--- src/rtl/fixed_block_pool_allocator_macros.svh ---
// assertion macros for the block pool allocator
`ifndef FIXED_BLOCK_POOL_ALLOCATOR_MACROS_SVH
`define FIXED_BLOCK_POOL_ALLOCATOR_MACROS_SVH

// same-cycle implication, disabled during reset
`define FBPA_ASSERT_IMP(label, clk, rst_n, ante, cons) \
    label: assert property (@(posedge clk) disable iff (!(rst_n)) (ante) |-> (cons)) \
        else $error("fbpa assertion failed");

// next-cycle implication, disabled during reset
`define FBPA_ASSERT_NXT(label, clk, rst_n, ante, cons) \
    label: assert property (@(posedge clk) disable iff (!(rst_n)) (ante) |=> (cons)) \
        else $error("fbpa assertion failed");

`endif

--- src/rtl/fbpa_pkg.sv ---
// shared types and constants for the block pool allocator
`default_nettype none
package fbpa_pkg;

    localparam int MAX_NODES  = 256;
    localparam int NODE_W     = $clog2(MAX_NODES);
    localparam int LINK_W     = NODE_W + 1;
    localparam int COUNT_W    = 9;
    localparam int NCOUNT_W   = 9;
    localparam int SIZE_W     = 12;
    localparam int STRIDE_W   = 13;
    localparam int OFFSET_W   = 20;
    localparam int PROD_W     = NODE_W + STRIDE_W;
    localparam int CFG_DATA_W = 12;
    localparam int CFG_IDX_W  = 1;

    localparam logic [LINK_W-1:0]   NULL_LINK  = LINK_W'(MAX_NODES);
    localparam logic [COUNT_W-1:0]  COUNT_MAX  = '1;
    localparam logic [NCOUNT_W-1:0] NODES_RST  = NCOUNT_W'(MAX_NODES);
    localparam logic [NCOUNT_W-1:0] NODES_CAP  = NCOUNT_W'(MAX_NODES);
    localparam logic [STRIDE_W-1:0] STRIDE_ADD = STRIDE_W'(7);
    localparam logic [STRIDE_W-1:0] STRIDE_MSK = ~STRIDE_W'(3);
    localparam logic [OFFSET_W-1:0] HDR_BYTES  = OFFSET_W'(4);

    // configuration register indexes
    localparam logic [CFG_IDX_W-1:0] CFG_NODE_COUNT = 1'd0;
    localparam logic [CFG_IDX_W-1:0] CFG_ITEM_SIZE  = 1'd1;

    typedef enum logic [1:0] {
        OP_ALLOC = 2'd0,
        OP_FREE  = 2'd1,
        OP_INIT  = 2'd2,
        OP_NONE  = 2'd3
    } t_opcode;

    typedef enum logic [1:0] {
        ST_OK        = 2'd0,
        ST_EMPTY     = 2'd1,
        ST_UNDERFLOW = 2'd2
    } t_status;

    typedef enum logic [2:0] {
        S_IDLE,
        S_ALLOC,
        S_FREE,
        S_INIT,
        S_REPORT
    } t_state;

    typedef struct packed {
        t_opcode           opcode;
        logic [NODE_W-1:0] node_index;
    } t_in_item;

    typedef struct packed {
        t_status             status;
        logic [NODE_W-1:0]   block_index;
        logic [OFFSET_W-1:0] block_offset;
        logic [COUNT_W-1:0]  in_use;
        logic [COUNT_W-1:0]  peak_in_use;
    } t_out_item;

    // controller to datapath commands
    typedef struct packed {
        logic accept;
        logic rd_issue;
        logic init_start;
        logic init_step;
        logic exec_alloc;
        logic exec_free;
        logic exec_report;
    } t_dp_cmd;

    // datapath to controller status
    typedef struct packed {
        logic init_none;
        logic init_last;
    } t_dp_status;

endpackage
`default_nettype wire

--- src/rtl/fbpa_ram.sv ---
// generic single-write, single-read ram with registered read
`default_nettype none
module fbpa_ram #(
    parameter int WIDTH = 8,
    parameter int DEPTH = 256
) (
    input  wire logic                     i_clk,
    input  wire logic                     i_wr_en,
    input  wire logic [$clog2(DEPTH)-1:0] i_wr_addr,
    input  wire logic [WIDTH-1:0]         i_wr_data,
    input  wire logic                     i_rd_en,
    input  wire logic [$clog2(DEPTH)-1:0] i_rd_addr,
    output logic      [WIDTH-1:0]         o_rd_data
);

    logic [WIDTH-1:0] r_mem [DEPTH];

    // write port
    always_ff @(posedge i_clk) begin
        if (i_wr_en) begin
            r_mem[i_wr_addr] <= i_wr_data;
        end
    end

    // read port, data holds between reads
    always_ff @(posedge i_clk) begin
        if (i_rd_en) begin
            o_rd_data <= r_mem[i_rd_addr];
        end
    end

endmodule
`default_nettype wire

--- src/rtl/fbpa_ctrl.sv ---
// controller state machine for the block pool allocator
`default_nettype none
module fbpa_ctrl (
    input  wire logic                i_clk,
    input  wire logic                i_rst_n,
    input  wire logic                i_in_valid,
    input  wire fbpa_pkg::t_opcode   i_opcode,
    output logic                     o_in_ready,
    output logic                     o_out_valid,
    input  wire logic                i_out_ready,
    input  wire fbpa_pkg::t_dp_status i_status,
    output fbpa_pkg::t_dp_cmd        o_cmd
);

    fbpa_pkg::t_state r_state, n_state;
    logic             r_out_valid, n_out_valid;
    logic             w_accept;
    logic             w_slot_free;
    logic             w_exec;

    assign o_in_ready  = (r_state == fbpa_pkg::S_IDLE);
    assign w_accept    = i_in_valid && o_in_ready;
    assign w_slot_free = !r_out_valid || i_out_ready;
    assign o_out_valid = r_out_valid;

    // next state
    always_comb begin
        n_state = r_state;
        unique case (r_state)
            fbpa_pkg::S_IDLE: begin
                if (w_accept) begin
                    unique case (i_opcode)
                        fbpa_pkg::OP_ALLOC: n_state = fbpa_pkg::S_ALLOC;
                        fbpa_pkg::OP_FREE:  n_state = fbpa_pkg::S_FREE;
                        fbpa_pkg::OP_INIT:  n_state = i_status.init_none ?
                                                      fbpa_pkg::S_REPORT :
                                                      fbpa_pkg::S_INIT;
                        default:            n_state = fbpa_pkg::S_REPORT;
                    endcase
                end
            end
            fbpa_pkg::S_ALLOC, fbpa_pkg::S_FREE, fbpa_pkg::S_REPORT: begin
                if (w_slot_free) begin
                    n_state = fbpa_pkg::S_IDLE;
                end
            end
            fbpa_pkg::S_INIT: begin
                if (i_status.init_last) begin
                    n_state = fbpa_pkg::S_REPORT;
                end
            end
            default: n_state = fbpa_pkg::S_IDLE;
        endcase
    end

    // datapath commands
    always_comb begin
        o_cmd = '0;
        unique case (r_state)
            fbpa_pkg::S_IDLE: begin
                o_cmd.accept     = w_accept;
                o_cmd.rd_issue   = w_accept && (i_opcode == fbpa_pkg::OP_ALLOC);
                o_cmd.init_start = w_accept && (i_opcode == fbpa_pkg::OP_INIT);
            end
            fbpa_pkg::S_ALLOC:  o_cmd.exec_alloc  = w_slot_free;
            fbpa_pkg::S_FREE:   o_cmd.exec_free   = w_slot_free;
            fbpa_pkg::S_INIT:   o_cmd.init_step   = 1'b1;
            fbpa_pkg::S_REPORT: o_cmd.exec_report = w_slot_free;
            default: o_cmd = '0;
        endcase
    end

    // result valid flag
    assign w_exec = o_cmd.exec_alloc || o_cmd.exec_free || o_cmd.exec_report;
    always_comb begin
        n_out_valid = r_out_valid;
        if (w_exec) begin
            n_out_valid = 1'b1;
        end else if (i_out_ready) begin
            n_out_valid = 1'b0;
        end
    end

    always_ff @(posedge i_clk) begin
        if (!i_rst_n) begin
            r_state     <= fbpa_pkg::S_IDLE;
            r_out_valid <= 1'b0;
        end else begin
            r_state     <= n_state;
            r_out_valid <= n_out_valid;
        end
    end

endmodule
`default_nettype wire

--- src/rtl/fbpa_dp.sv ---
// datapath: free-list head, counters, link table and result register
`default_nettype none
module fbpa_dp (
    input  wire logic                              i_clk,
    input  wire logic                              i_rst_n,
    input  wire logic                              i_cfg_we,
    input  wire logic [fbpa_pkg::CFG_IDX_W-1:0]    i_cfg_idx,
    input  wire logic [fbpa_pkg::CFG_DATA_W-1:0]   i_cfg_data,
    input  wire fbpa_pkg::t_in_item                i_in_item,
    input  wire fbpa_pkg::t_dp_cmd                 i_cmd,
    output fbpa_pkg::t_dp_status                   o_status,
    output fbpa_pkg::t_out_item                    o_out_item
);

    logic [fbpa_pkg::NCOUNT_W-1:0] r_node_count;
    logic [fbpa_pkg::SIZE_W-1:0]   r_item_size;
    logic [fbpa_pkg::LINK_W-1:0]   r_head, n_head;
    logic [fbpa_pkg::COUNT_W-1:0]  r_used, n_used;
    logic [fbpa_pkg::COUNT_W-1:0]  r_peak, n_peak;
    logic [fbpa_pkg::NCOUNT_W-1:0] r_pool_size;
    logic [fbpa_pkg::NODE_W-1:0]   r_walk;
    logic [fbpa_pkg::NODE_W-1:0]   r_idx;
    fbpa_pkg::t_out_item           r_out, n_out;

    logic [fbpa_pkg::NCOUNT_W-1:0] w_init_n;
    logic                          w_init_last;
    logic [fbpa_pkg::LINK_W-1:0]   w_rd_link;
    logic                          w_ram_we;
    logic [fbpa_pkg::NODE_W-1:0]   w_ram_waddr;
    logic [fbpa_pkg::LINK_W-1:0]   w_ram_wdata;
    logic                          w_push;
    logic [fbpa_pkg::STRIDE_W-1:0] w_stride;
    logic [fbpa_pkg::PROD_W-1:0]   w_prod;
    logic [fbpa_pkg::OFFSET_W-1:0] w_offset;

    // configuration registers
    always_ff @(posedge i_clk) begin
        if (!i_rst_n) begin
            r_node_count <= fbpa_pkg::NODES_RST;
            r_item_size  <= '0;
        end else if (i_cfg_we) begin
            case (i_cfg_idx)
                fbpa_pkg::CFG_NODE_COUNT:
                    r_node_count <= i_cfg_data[fbpa_pkg::NCOUNT_W-1:0];
                fbpa_pkg::CFG_ITEM_SIZE:
                    r_item_size  <= i_cfg_data[fbpa_pkg::SIZE_W-1:0];
                default: ;
            endcase
        end
    end

    // blocks linked at init, capped at the pool depth
    assign w_init_n = (r_node_count > fbpa_pkg::NODES_CAP) ? fbpa_pkg::NODES_CAP
                                                           : r_node_count;
    assign w_init_last = ((fbpa_pkg::NCOUNT_W'(r_walk) + fbpa_pkg::NCOUNT_W'(1))
                          == w_init_n);
    assign o_status.init_none = (w_init_n == '0);
    assign o_status.init_last = w_init_last;

    // free pushes only a used pool and an index inside it
    assign w_push = (r_used != '0) && (fbpa_pkg::NCOUNT_W'(r_idx) < r_pool_size);

    // link table write: init walk or free push
    always_comb begin
        w_ram_we    = 1'b0;
        w_ram_waddr = r_walk;
        w_ram_wdata = w_init_last ? fbpa_pkg::NULL_LINK
                                  : fbpa_pkg::LINK_W'(r_walk) + fbpa_pkg::LINK_W'(1);
        if (i_cmd.init_step) begin
            w_ram_we = 1'b1;
        end else if (i_cmd.exec_free && w_push) begin
            w_ram_we    = 1'b1;
            w_ram_waddr = r_idx;
            w_ram_wdata = r_head;
        end
    end

    fbpa_ram #(
        .WIDTH (fbpa_pkg::LINK_W),
        .DEPTH (fbpa_pkg::MAX_NODES)
    ) u_link_ram (
        .i_clk     (i_clk),
        .i_wr_en   (w_ram_we),
        .i_wr_addr (w_ram_waddr),
        .i_wr_data (w_ram_wdata),
        .i_rd_en   (i_cmd.rd_issue),
        .i_rd_addr (r_head[fbpa_pkg::NODE_W-1:0]),
        .o_rd_data (w_rd_link)
    );

    // payload offset of the head block
    assign w_stride = (fbpa_pkg::STRIDE_W'(r_item_size) + fbpa_pkg::STRIDE_ADD)
                      & fbpa_pkg::STRIDE_MSK;
    assign w_prod   = fbpa_pkg::PROD_W'(r_head[fbpa_pkg::NODE_W-1:0])
                      * fbpa_pkg::PROD_W'(w_stride);
    assign w_offset = w_prod[fbpa_pkg::OFFSET_W-1:0] + fbpa_pkg::HDR_BYTES;

    // list and counter updates, result assembly
    always_comb begin
        n_head = r_head;
        n_used = r_used;
        n_peak = r_peak;
        n_out  = '0;
        n_out.status = fbpa_pkg::ST_OK;
        if (i_cmd.exec_alloc) begin
            if (r_head[fbpa_pkg::NODE_W]) begin
                n_out.status = fbpa_pkg::ST_EMPTY;
            end else begin
                n_head = w_rd_link;
                if (r_used != fbpa_pkg::COUNT_MAX) begin
                    n_used = r_used + fbpa_pkg::COUNT_W'(1);
                end
                if (n_used > r_peak) begin
                    n_peak = n_used;
                end
                n_out.block_index  = r_head[fbpa_pkg::NODE_W-1:0];
                n_out.block_offset = w_offset;
            end
        end else if (i_cmd.exec_free) begin
            if (r_used == '0) begin
                n_out.status = fbpa_pkg::ST_UNDERFLOW;
            end else if (w_push) begin
                n_head = fbpa_pkg::LINK_W'(r_idx);
                n_used = r_used - fbpa_pkg::COUNT_W'(1);
            end
        end
        n_out.in_use      = n_used;
        n_out.peak_in_use = n_peak;
    end

    // free-list head and counters
    always_ff @(posedge i_clk) begin
        if (!i_rst_n) begin
            r_head      <= fbpa_pkg::NULL_LINK;
            r_used      <= '0;
            r_peak      <= '0;
            r_pool_size <= '0;
            r_walk      <= '0;
        end else if (i_cmd.init_start) begin
            r_head      <= (w_init_n == '0) ? fbpa_pkg::NULL_LINK : '0;
            r_used      <= '0;
            r_peak      <= '0;
            r_pool_size <= w_init_n;
            r_walk      <= '0;
        end else begin
            r_head <= n_head;
            r_used <= n_used;
            r_peak <= n_peak;
            if (i_cmd.init_step) begin
                r_walk <= r_walk + fbpa_pkg::NODE_W'(1);
            end
        end
    end

    // latched index of the accepted transaction
    always_ff @(posedge i_clk) begin
        if (i_cmd.accept) begin
            r_idx <= i_in_item.node_index;
        end
    end

    // result register
    always_ff @(posedge i_clk) begin
        if (i_cmd.exec_alloc || i_cmd.exec_free || i_cmd.exec_report) begin
            r_out <= n_out;
        end
    end

    assign o_out_item = r_out;

endmodule
`default_nettype wire

--- src/rtl/fixed_block_pool_allocator.sv ---
// alloc, free and no-op pass through their execute state and raise the result once the output slot is free
// init walks the link table one entry per cycle over min(node_count, 256) entries, then reports
// a transaction is accepted only in the idle state, so no new request enters until the current one executes
// a registered result lets the next transaction enter while a result waits
// reset (synchronous, active low) empties the pool; link table is not cleared
`default_nettype none
`include "fixed_block_pool_allocator_macros.svh"
module fixed_block_pool_allocator (
    input  wire logic                            i_clk,
    input  wire logic                            i_rst_n,
    input  wire logic                            i_cfg_we,
    input  wire logic [fbpa_pkg::CFG_IDX_W-1:0]  i_cfg_idx,
    input  wire logic [fbpa_pkg::CFG_DATA_W-1:0] i_cfg_data,
    input  wire logic                            i_in_valid,
    output logic                                 o_in_ready,
    input  wire fbpa_pkg::t_in_item              i_in_item,
    output logic                                 o_out_valid,
    input  wire logic                            i_out_ready,
    output fbpa_pkg::t_out_item                  o_out_item
);

    fbpa_pkg::t_dp_cmd    w_cmd;
    fbpa_pkg::t_dp_status w_status;
    logic                 w_in_fire;
    logic                 w_peak_ok;
    logic                 w_underflow;

    // controller
    fbpa_ctrl u_ctrl (
        .i_clk       (i_clk),
        .i_rst_n     (i_rst_n),
        .i_in_valid  (i_in_valid),
        .i_opcode    (i_in_item.opcode),
        .o_in_ready  (o_in_ready),
        .o_out_valid (o_out_valid),
        .i_out_ready (i_out_ready),
        .i_status    (w_status),
        .o_cmd       (w_cmd)
    );

    // datapath
    fbpa_dp u_dp (
        .i_clk      (i_clk),
        .i_rst_n    (i_rst_n),
        .i_cfg_we   (i_cfg_we),
        .i_cfg_idx  (i_cfg_idx),
        .i_cfg_data (i_cfg_data),
        .i_in_item  (i_in_item),
        .i_cmd      (w_cmd),
        .o_status   (w_status),
        .o_out_item (o_out_item)
    );

    // terms used by the checks
    assign w_in_fire   = i_in_valid && o_in_ready;
    assign w_peak_ok   = (o_out_item.peak_in_use >= o_out_item.in_use);
    assign w_underflow = o_out_valid && (o_out_item.status == fbpa_pkg::ST_UNDERFLOW);

    // checks
    `FBPA_ASSERT_NXT(a_busy_after_accept, i_clk, i_rst_n, w_in_fire, !o_in_ready)
    `FBPA_ASSERT_IMP(a_peak_covers_use, i_clk, i_rst_n, o_out_valid, w_peak_ok)
    `FBPA_ASSERT_IMP(a_underflow_zero, i_clk, i_rst_n, w_underflow, o_out_item.in_use == '0)

endmodule
`default_nettype wire
--- config.mk ---
export PLATFORM = sky130hd
export DESIGN_NAME = fixed_block_pool_allocator
export DESIGN_NICKNAME = d
export VERILOG_FILES = /design/src/rtl/fbpa_pkg.sv /design/src/rtl/fbpa_ram.sv /design/src/rtl/fbpa_ctrl.sv /design/src/rtl/fbpa_dp.sv /design/src/rtl/fixed_block_pool_allocator.sv
export VERILOG_INCLUDE_DIRS = /design/src /design/src/rtl
export SDC_FILE = /design/constraint.sdc
export NUM_CORES = 2
export LEC_CHECK = 0
export BUFFER_PORTS_ARGS = -buffer_cell sky130_fd_sc_hd__buf_2
export CORE_UTILIZATION = 57
export DETAILED_ROUTE_END_ITERATION = 10
export PLACE_DENSITY_LB_ADDON = 0.2
export RECOVER_POWER = 25
export SYNTH_ARGS = -nofsm -noshare
export SYNTH_HDL_FRONTEND = slang
export SYNTH_HIERARCHICAL = 1
export SYNTH_SLANG_ARGS = --single-unit
--- constraint.sdc ---
create_clock -name i_clk -period 16 [get_ports i_clk]
set_input_delay 1.6 -clock i_clk [delete_from_list [all_inputs] [get_ports i_clk]]
set_output_delay 1.6 -clock i_clk [all_outputs]
set_load 0.01 [all_outputs]
# [Word-level counts from Yosys, hierarchy flattened]
# Memory sizes are Yosys's and may differ from the RTL's. A register that Yosys moved wholly into a read port is not among the register bits.
# Index checks and enable logic that the tools add are counted.
[word_totals] memories=1 output_inout_bits=50 mem_bits_rw=2304 input_bits=28 regBits=125
[mem_list] memory="u_dp.u_link_ram.r_mem" depth=256 word_bits=9 read_ports=1 rd_ports_with_merged_regs=1 write_ports=1 line_no="fbpa_ram.sv:16" source="logic [WIDTH-1:0] r_mem [DEPTH];"
[classes] n_bitwise=3 order_cmp=3 n_mux=45 n_reduce_logical=25 n_mul=1 eq_ne=13 addsub=6
[op_table] operator="9-bit 2-to-1 mux" n=22
[op_table] operator="20-bit by 3-bit adder with 20-bit output (second input constant)" n=1
[op_table] operator="9-bit logical NOT" n=2
[op_table] operator="8-bit by 11-bit multiplier with 18-bit output" n=1
[op_table] operator="3-bit one-hot mux with 3 select lines" n=2
[op_table] operator="8-bit 2-to-1 mux" n=2
[op_table] operator="3-bit 2-to-1 mux" n=5
[op_table] operator="12-bit by 3-bit adder with 13-bit output (second input constant)" n=1
[op_table] operator="1-bit 2-to-1 mux" n=11
[op_table] operator="8-bit by 1-bit adder with 9-bit output (second input constant)" n=1
[op_table] operator="9-bit by 1-bit adder with 9-bit output (second input constant)" n=1
[op_table] operator="9-bit == test" n=1
[op_table] operator="9-bit > comparator" n=1
[op_table] operator="9-bit > comparator (second input constant)" n=1
[op_table] operator="8-bit by 9-bit less-than comparator with 1-bit output" n=1
[op_table] operator="9-bit != test (second input constant)" n=1
[op_table] operator="9-bit nonzero test" n=1
[op_table] operator="9-bit by 1-bit subtractor with 9-bit output (second input constant)" n=1
[op_table] operator="8-bit by 1-bit adder with 8-bit output (second input constant)" n=1
[op_table] operator="3-bit by 2-bit == test with 1-bit output (second input constant)" n=2
[op_table] operator="2-bit 2-to-1 mux" n=3
[op_table] operator="3-bit AND reduction" n=2
[op_table] operator="3-bit nonzero test" n=2
[op_table] operator="1-bit logical AND" n=5
[op_table] operator="18 further kinds" n=25

# [Logic depth before layout (Yosys ltp)]
[depth] word_depth=8 depth_mapped=21

# [Cells and area by module]
# The synthesis kept the hierarchy.
[modules_own_cells] mod="fbpa_ram" seq_area_each_um2=69456.6 cells_each=4237 instances=1 area_each_um2=89368.2
[modules_own_cells] mod="fbpa_dp" seq_area_each_um2=2922.8 cells_each=985 instances=1 area_each_um2=9177.6
[modules_own_cells] mod="fbpa_ctrl" seq_area_each_um2=80.1 cells_each=41 instances=1 area_each_um2=350.3

# [Worst setup path after synthesis]
# Ideal clock, no wire load.
[synth_timing] path_kind="input to register" from="input i_out_ready" to="memory u_dp/u_link_ram/r_mem[0][2] (netlist name), data pin" setup_ns=2.238 slack_ns=0.749 arrival_time_ns=13.013 stages=8 path_cell_list="nor2b_1 -> nor4b_1 -> o21ai_2 -> a211oi_1 -> nor2b_1 -> buf_6 -> buf_6 -> o31ai_1"
[synth_rtl] element="start, declared" line_no="fixed_block_pool_allocator.sv:18" source="input wire logic i_out_ready,"
[synth_rtl] element="end, declared" line_no="fbpa_ram.sv:16"

==> impl_metrics.py <==
metrics = {
    "outcome": {
        "status": "finished, violations left",
        "violations": "max-capacitance violations, max-slew violations",
    },
    "timing": {
        "tightest_slew_ns": 4.06,
        "fmax_mhz": 119,
        "hold_ws_ns": 0.470,
        "finalSetupViolations": 0,
        "fin_setup_tns_ns": 0,
        "report.final.slew_viol_count": 455,
        "hold_viol": 0,
        "skew_ns": 0.0614,
        "rsz0062_at_grt": "no",
        "fin_crit_sh": 0.523,
        "post-route-min-period_ns": 8.37,
        "maxSlewHeadroom": -1.71,
    },
    "flow_run": {
        "cap_violations": 10,
    },
    "detailed_routing": {
        "vias": 51800,
        "dr.pass1.iters": 6,
        "routed_wirelength_um": 245000,
        "drtIter0Drc": 6022,
        "wire_per_inst_um": 31.1,
        "ant_nets": 0,
        "drcViolationCount": 0,
        "routed_via_density": 6.59,
    },
    "power_and_ir_drop": {
        "vdd_ir_drop_max_v": 0.0000986,
        "powerDensity_nw_per_um2": 117,
        "power.leakage_nw": 32.9,
    },
    "synth": {
        "yosysTopAreaCellShare": 0.719,
        "ys_warn_count": 6,
        "yosys-top-cells-area": "edfxtp_1 (72%), mux4_2 (11%), mux2i_1 (2.0%)",
        "synth.avg_cell_area_um2": 18.8,
        "synth-seq-cells": 2436,
        "synthArstFlopShare": 0,
        "syn-cell-area_um2": 98900,
        "synth_most_common_cell": "edfxtp_1",
        "syn_inst": 5263,
        "ys.flop_type": "edfxtp_1",
        "synth_top_cells_by_count": "edfxtp_1 (2367), mux4_2 (467), nor2_1 (364)",
        "ys_seq_area_frac": 0.733,
        "yosysTopAreaCell": "edfxtp_1",
        "synth.distinct_cells": 93,
        "synth_edf_count": 2367,
    },
    "clocking": {
        "post-cts-setup-buffers": 0,
        "root_buffer": "clkbuf_16",
        "cts_buffers": 232,
        "tritoncts": "built",
        "htree_levels": 4,
        "clk_pin_slew_ns": 0.06,
        "postCtsHoldBufs": 0,
        "cts_buffer_depth": 3,
        "clkLatencyLatePin_ns": 0.89,
        "cts.sinks": 2436,
        "cts_resized": 0,
    },
    "final_layout": {
        "layoutNonFillerInstCount": 7871,
        "area_growth_pct": 9.67,
        "register_area_um2": 72500,
        "drive_above_1_share": 0.175,
        "n_fill_cell": 11800,
        "multi_input_area_um2": 24300,
        "fin_nets": 5502,
    },
    "global_routing": {
        "grt_pass1_wl_um": 354000,
        "grtUsageTotal": 0.282,
        "antenna_found_initial": 5,
        "grt_pass1_vias": 50500,
        "grt_start_max_net_pins": 196,
        "overflow": 0,
    },
    "die": {
        "chipHeight_um": 419,
        "rows": 152,
        "start_util": 0.575,
        "core_area_um2": 172000,
        "die_w_um": 419,
        "boundaryPins": 78,
        "dieArea_um2": 175000,
    },
    "placed_design": {
        "gp_congestion": 0.892,
        "dp_hpwl_um": 149000,
        "portBuffers": 75,
        "place_inst": 7440,
    },
    "min_path": {
        "min_path_type": "reg -> reg",
    },
    "critical_path": {
        "slowest_delay_ns": 2.85,
        "cp_max_fo": 181,
        "crit_required_ns": 16.46,
        "crit_slowest_cell": "clkbuf_1",
        "worst_setup_path_start_kind": "input port",
        "cp-end-kind": "flip-flop",
        "crit_top_cell": "clkbuf_1",
        "path_cells": "clkbuf_1, nor2b_1, nor4b_1, o21ai_0, a211oi_1, nor2b_4, clkbuf_1, nand2_1, o31ai_4, clkbuf_1, buf_12",
        "crit_type": "in -> reg",
        "critPathBufInv": 4,
        "cp_top_family": "buffers and inverters",
        "crit_arrival_ns": 8.83,
    },
}
## tightest hold or removal path, cell delays in order, from the launching register on
cell and delay, ns:
dfxtp_1 0.32, nand2_1 0.05, mux2i_1 0.05
## cells by family (layout without fill, tap and decap cells)
kind of cell,count (synthesis),after routing,synth area share
and+or+nand+nor,893,893,0.0435
AOI/OAI and AO/OA,643,643,0.0452
buffers and inverters,408,701,0.0221
adders and majority gates,110,110,0.0179
DFF,2436,2436,0.733
muxes,708,708,0.133
xor gates and xnor gates,64,64,0.00567
other,1,6,0.0000379
## power breakdown
group	internal [mW]	switching (mW)
clock	2.84	2.35
combinational	0.171	0.352
sequential	6.98	0.0349
total	10.0	2.73
## placed cells by master (no fill, tap or decap), types with 27 or more instances in the layout
cell type  count
and2_1        34
clkinv_2      40
nor4_1        27
nor2_1       361
fa_1          53
mux2_2        34
nand2b_1      27
mux4_2       467
nor2b_1       83
mux2i_1      194
a21oi_1      122
nand3_1       52
buf_4         76
o221ai_1      43
clkbuf_1     120
clkbuf_16    233
nand2_1      157
ha_1          57
edfxtp_1    2367
o22ai_1       69
o21ai_0       59
xor2_1        31
xnor2_1       33
inv_1         97
dfxtp_1       63
a211oi_1      29
clkinv_1      64
nor3_1        43
a22oi_1      175
## state kept, by name (all words and copies together) (netlist names)
signal and flops:
u_dp/r_used 9, u_dp/r_head 9, u_dp/r_pool_size 9, u_dp/o_out_item 46, u_dp/r_walk 8, u_ctrl/r_state 3, u_dp/r_peak 9, u_dp/u_link_ram/o_rd_data 9
u_dp/u_link_ram/r_mem 2304, u_dp/r_idx 8, u_ctrl/o_out_valid 1, u_dp/r_item_size 12, u_dp/r_node_count 9
## through the flow
stage               area (um^2)   util  total power [mW]  setup WS [ns]
CTS                      109000  0.632              12.8           9.49
global route             108000  0.631              13.1           7.36
detailed placement       101000  0.590              7.68           9.20
global placement         101000  0.590              7.68           9.24
floorplan                 98900      -              7.48          0.749
finish                   108000  0.631              12.7           7.63
## cell type report
type	instances	share of cell area
Timing Repair Buffer	175	0.0106
Sequential cell	2436	0.668
Tap cell	2310	0.0266
Inverter	99	0.00343
Antenna cell	4	0.0000923
Multi-Input combinational cell	2420	0.224
Clock inverter	138	0.0108
Clock buffer	289	0.0557
## path summary, 6_finish.rpt
check | startpoint | endpoint | slack (ns) | cells after the start
worst max register to register | u_dp/r_idx[7] | u_dp/u_link_ram/r_mem[145][3] | 7.78 | 11
worst max-delay path | i_out_ready | u_dp/u_link_ram/r_mem[145][3] | 7.63 | 11
worst min register to register | u_dp/r_peak[4] | u_dp/r_peak[4] | 0.47 | 2
worst min-delay path | u_dp/r_peak[4] | u_dp/r_peak[4] | 0.47 | 2
## layer usage
| layer | wire length (um) | track usage | up-vias |
|---|---|---|---|
| li1 | - | - | 21400 |
| met1 | 96600 | 0.399 | 27200 |
| met2 | 115000 | 0.433 | 2780 |
| met3 | 25400 | 0.0683 | 413 |
| met4 | 8360 | 0.0955 | 2 |
| met5 | 13 | 0 | - |
No activity file was read; power rests on OpenSTA's default activity.
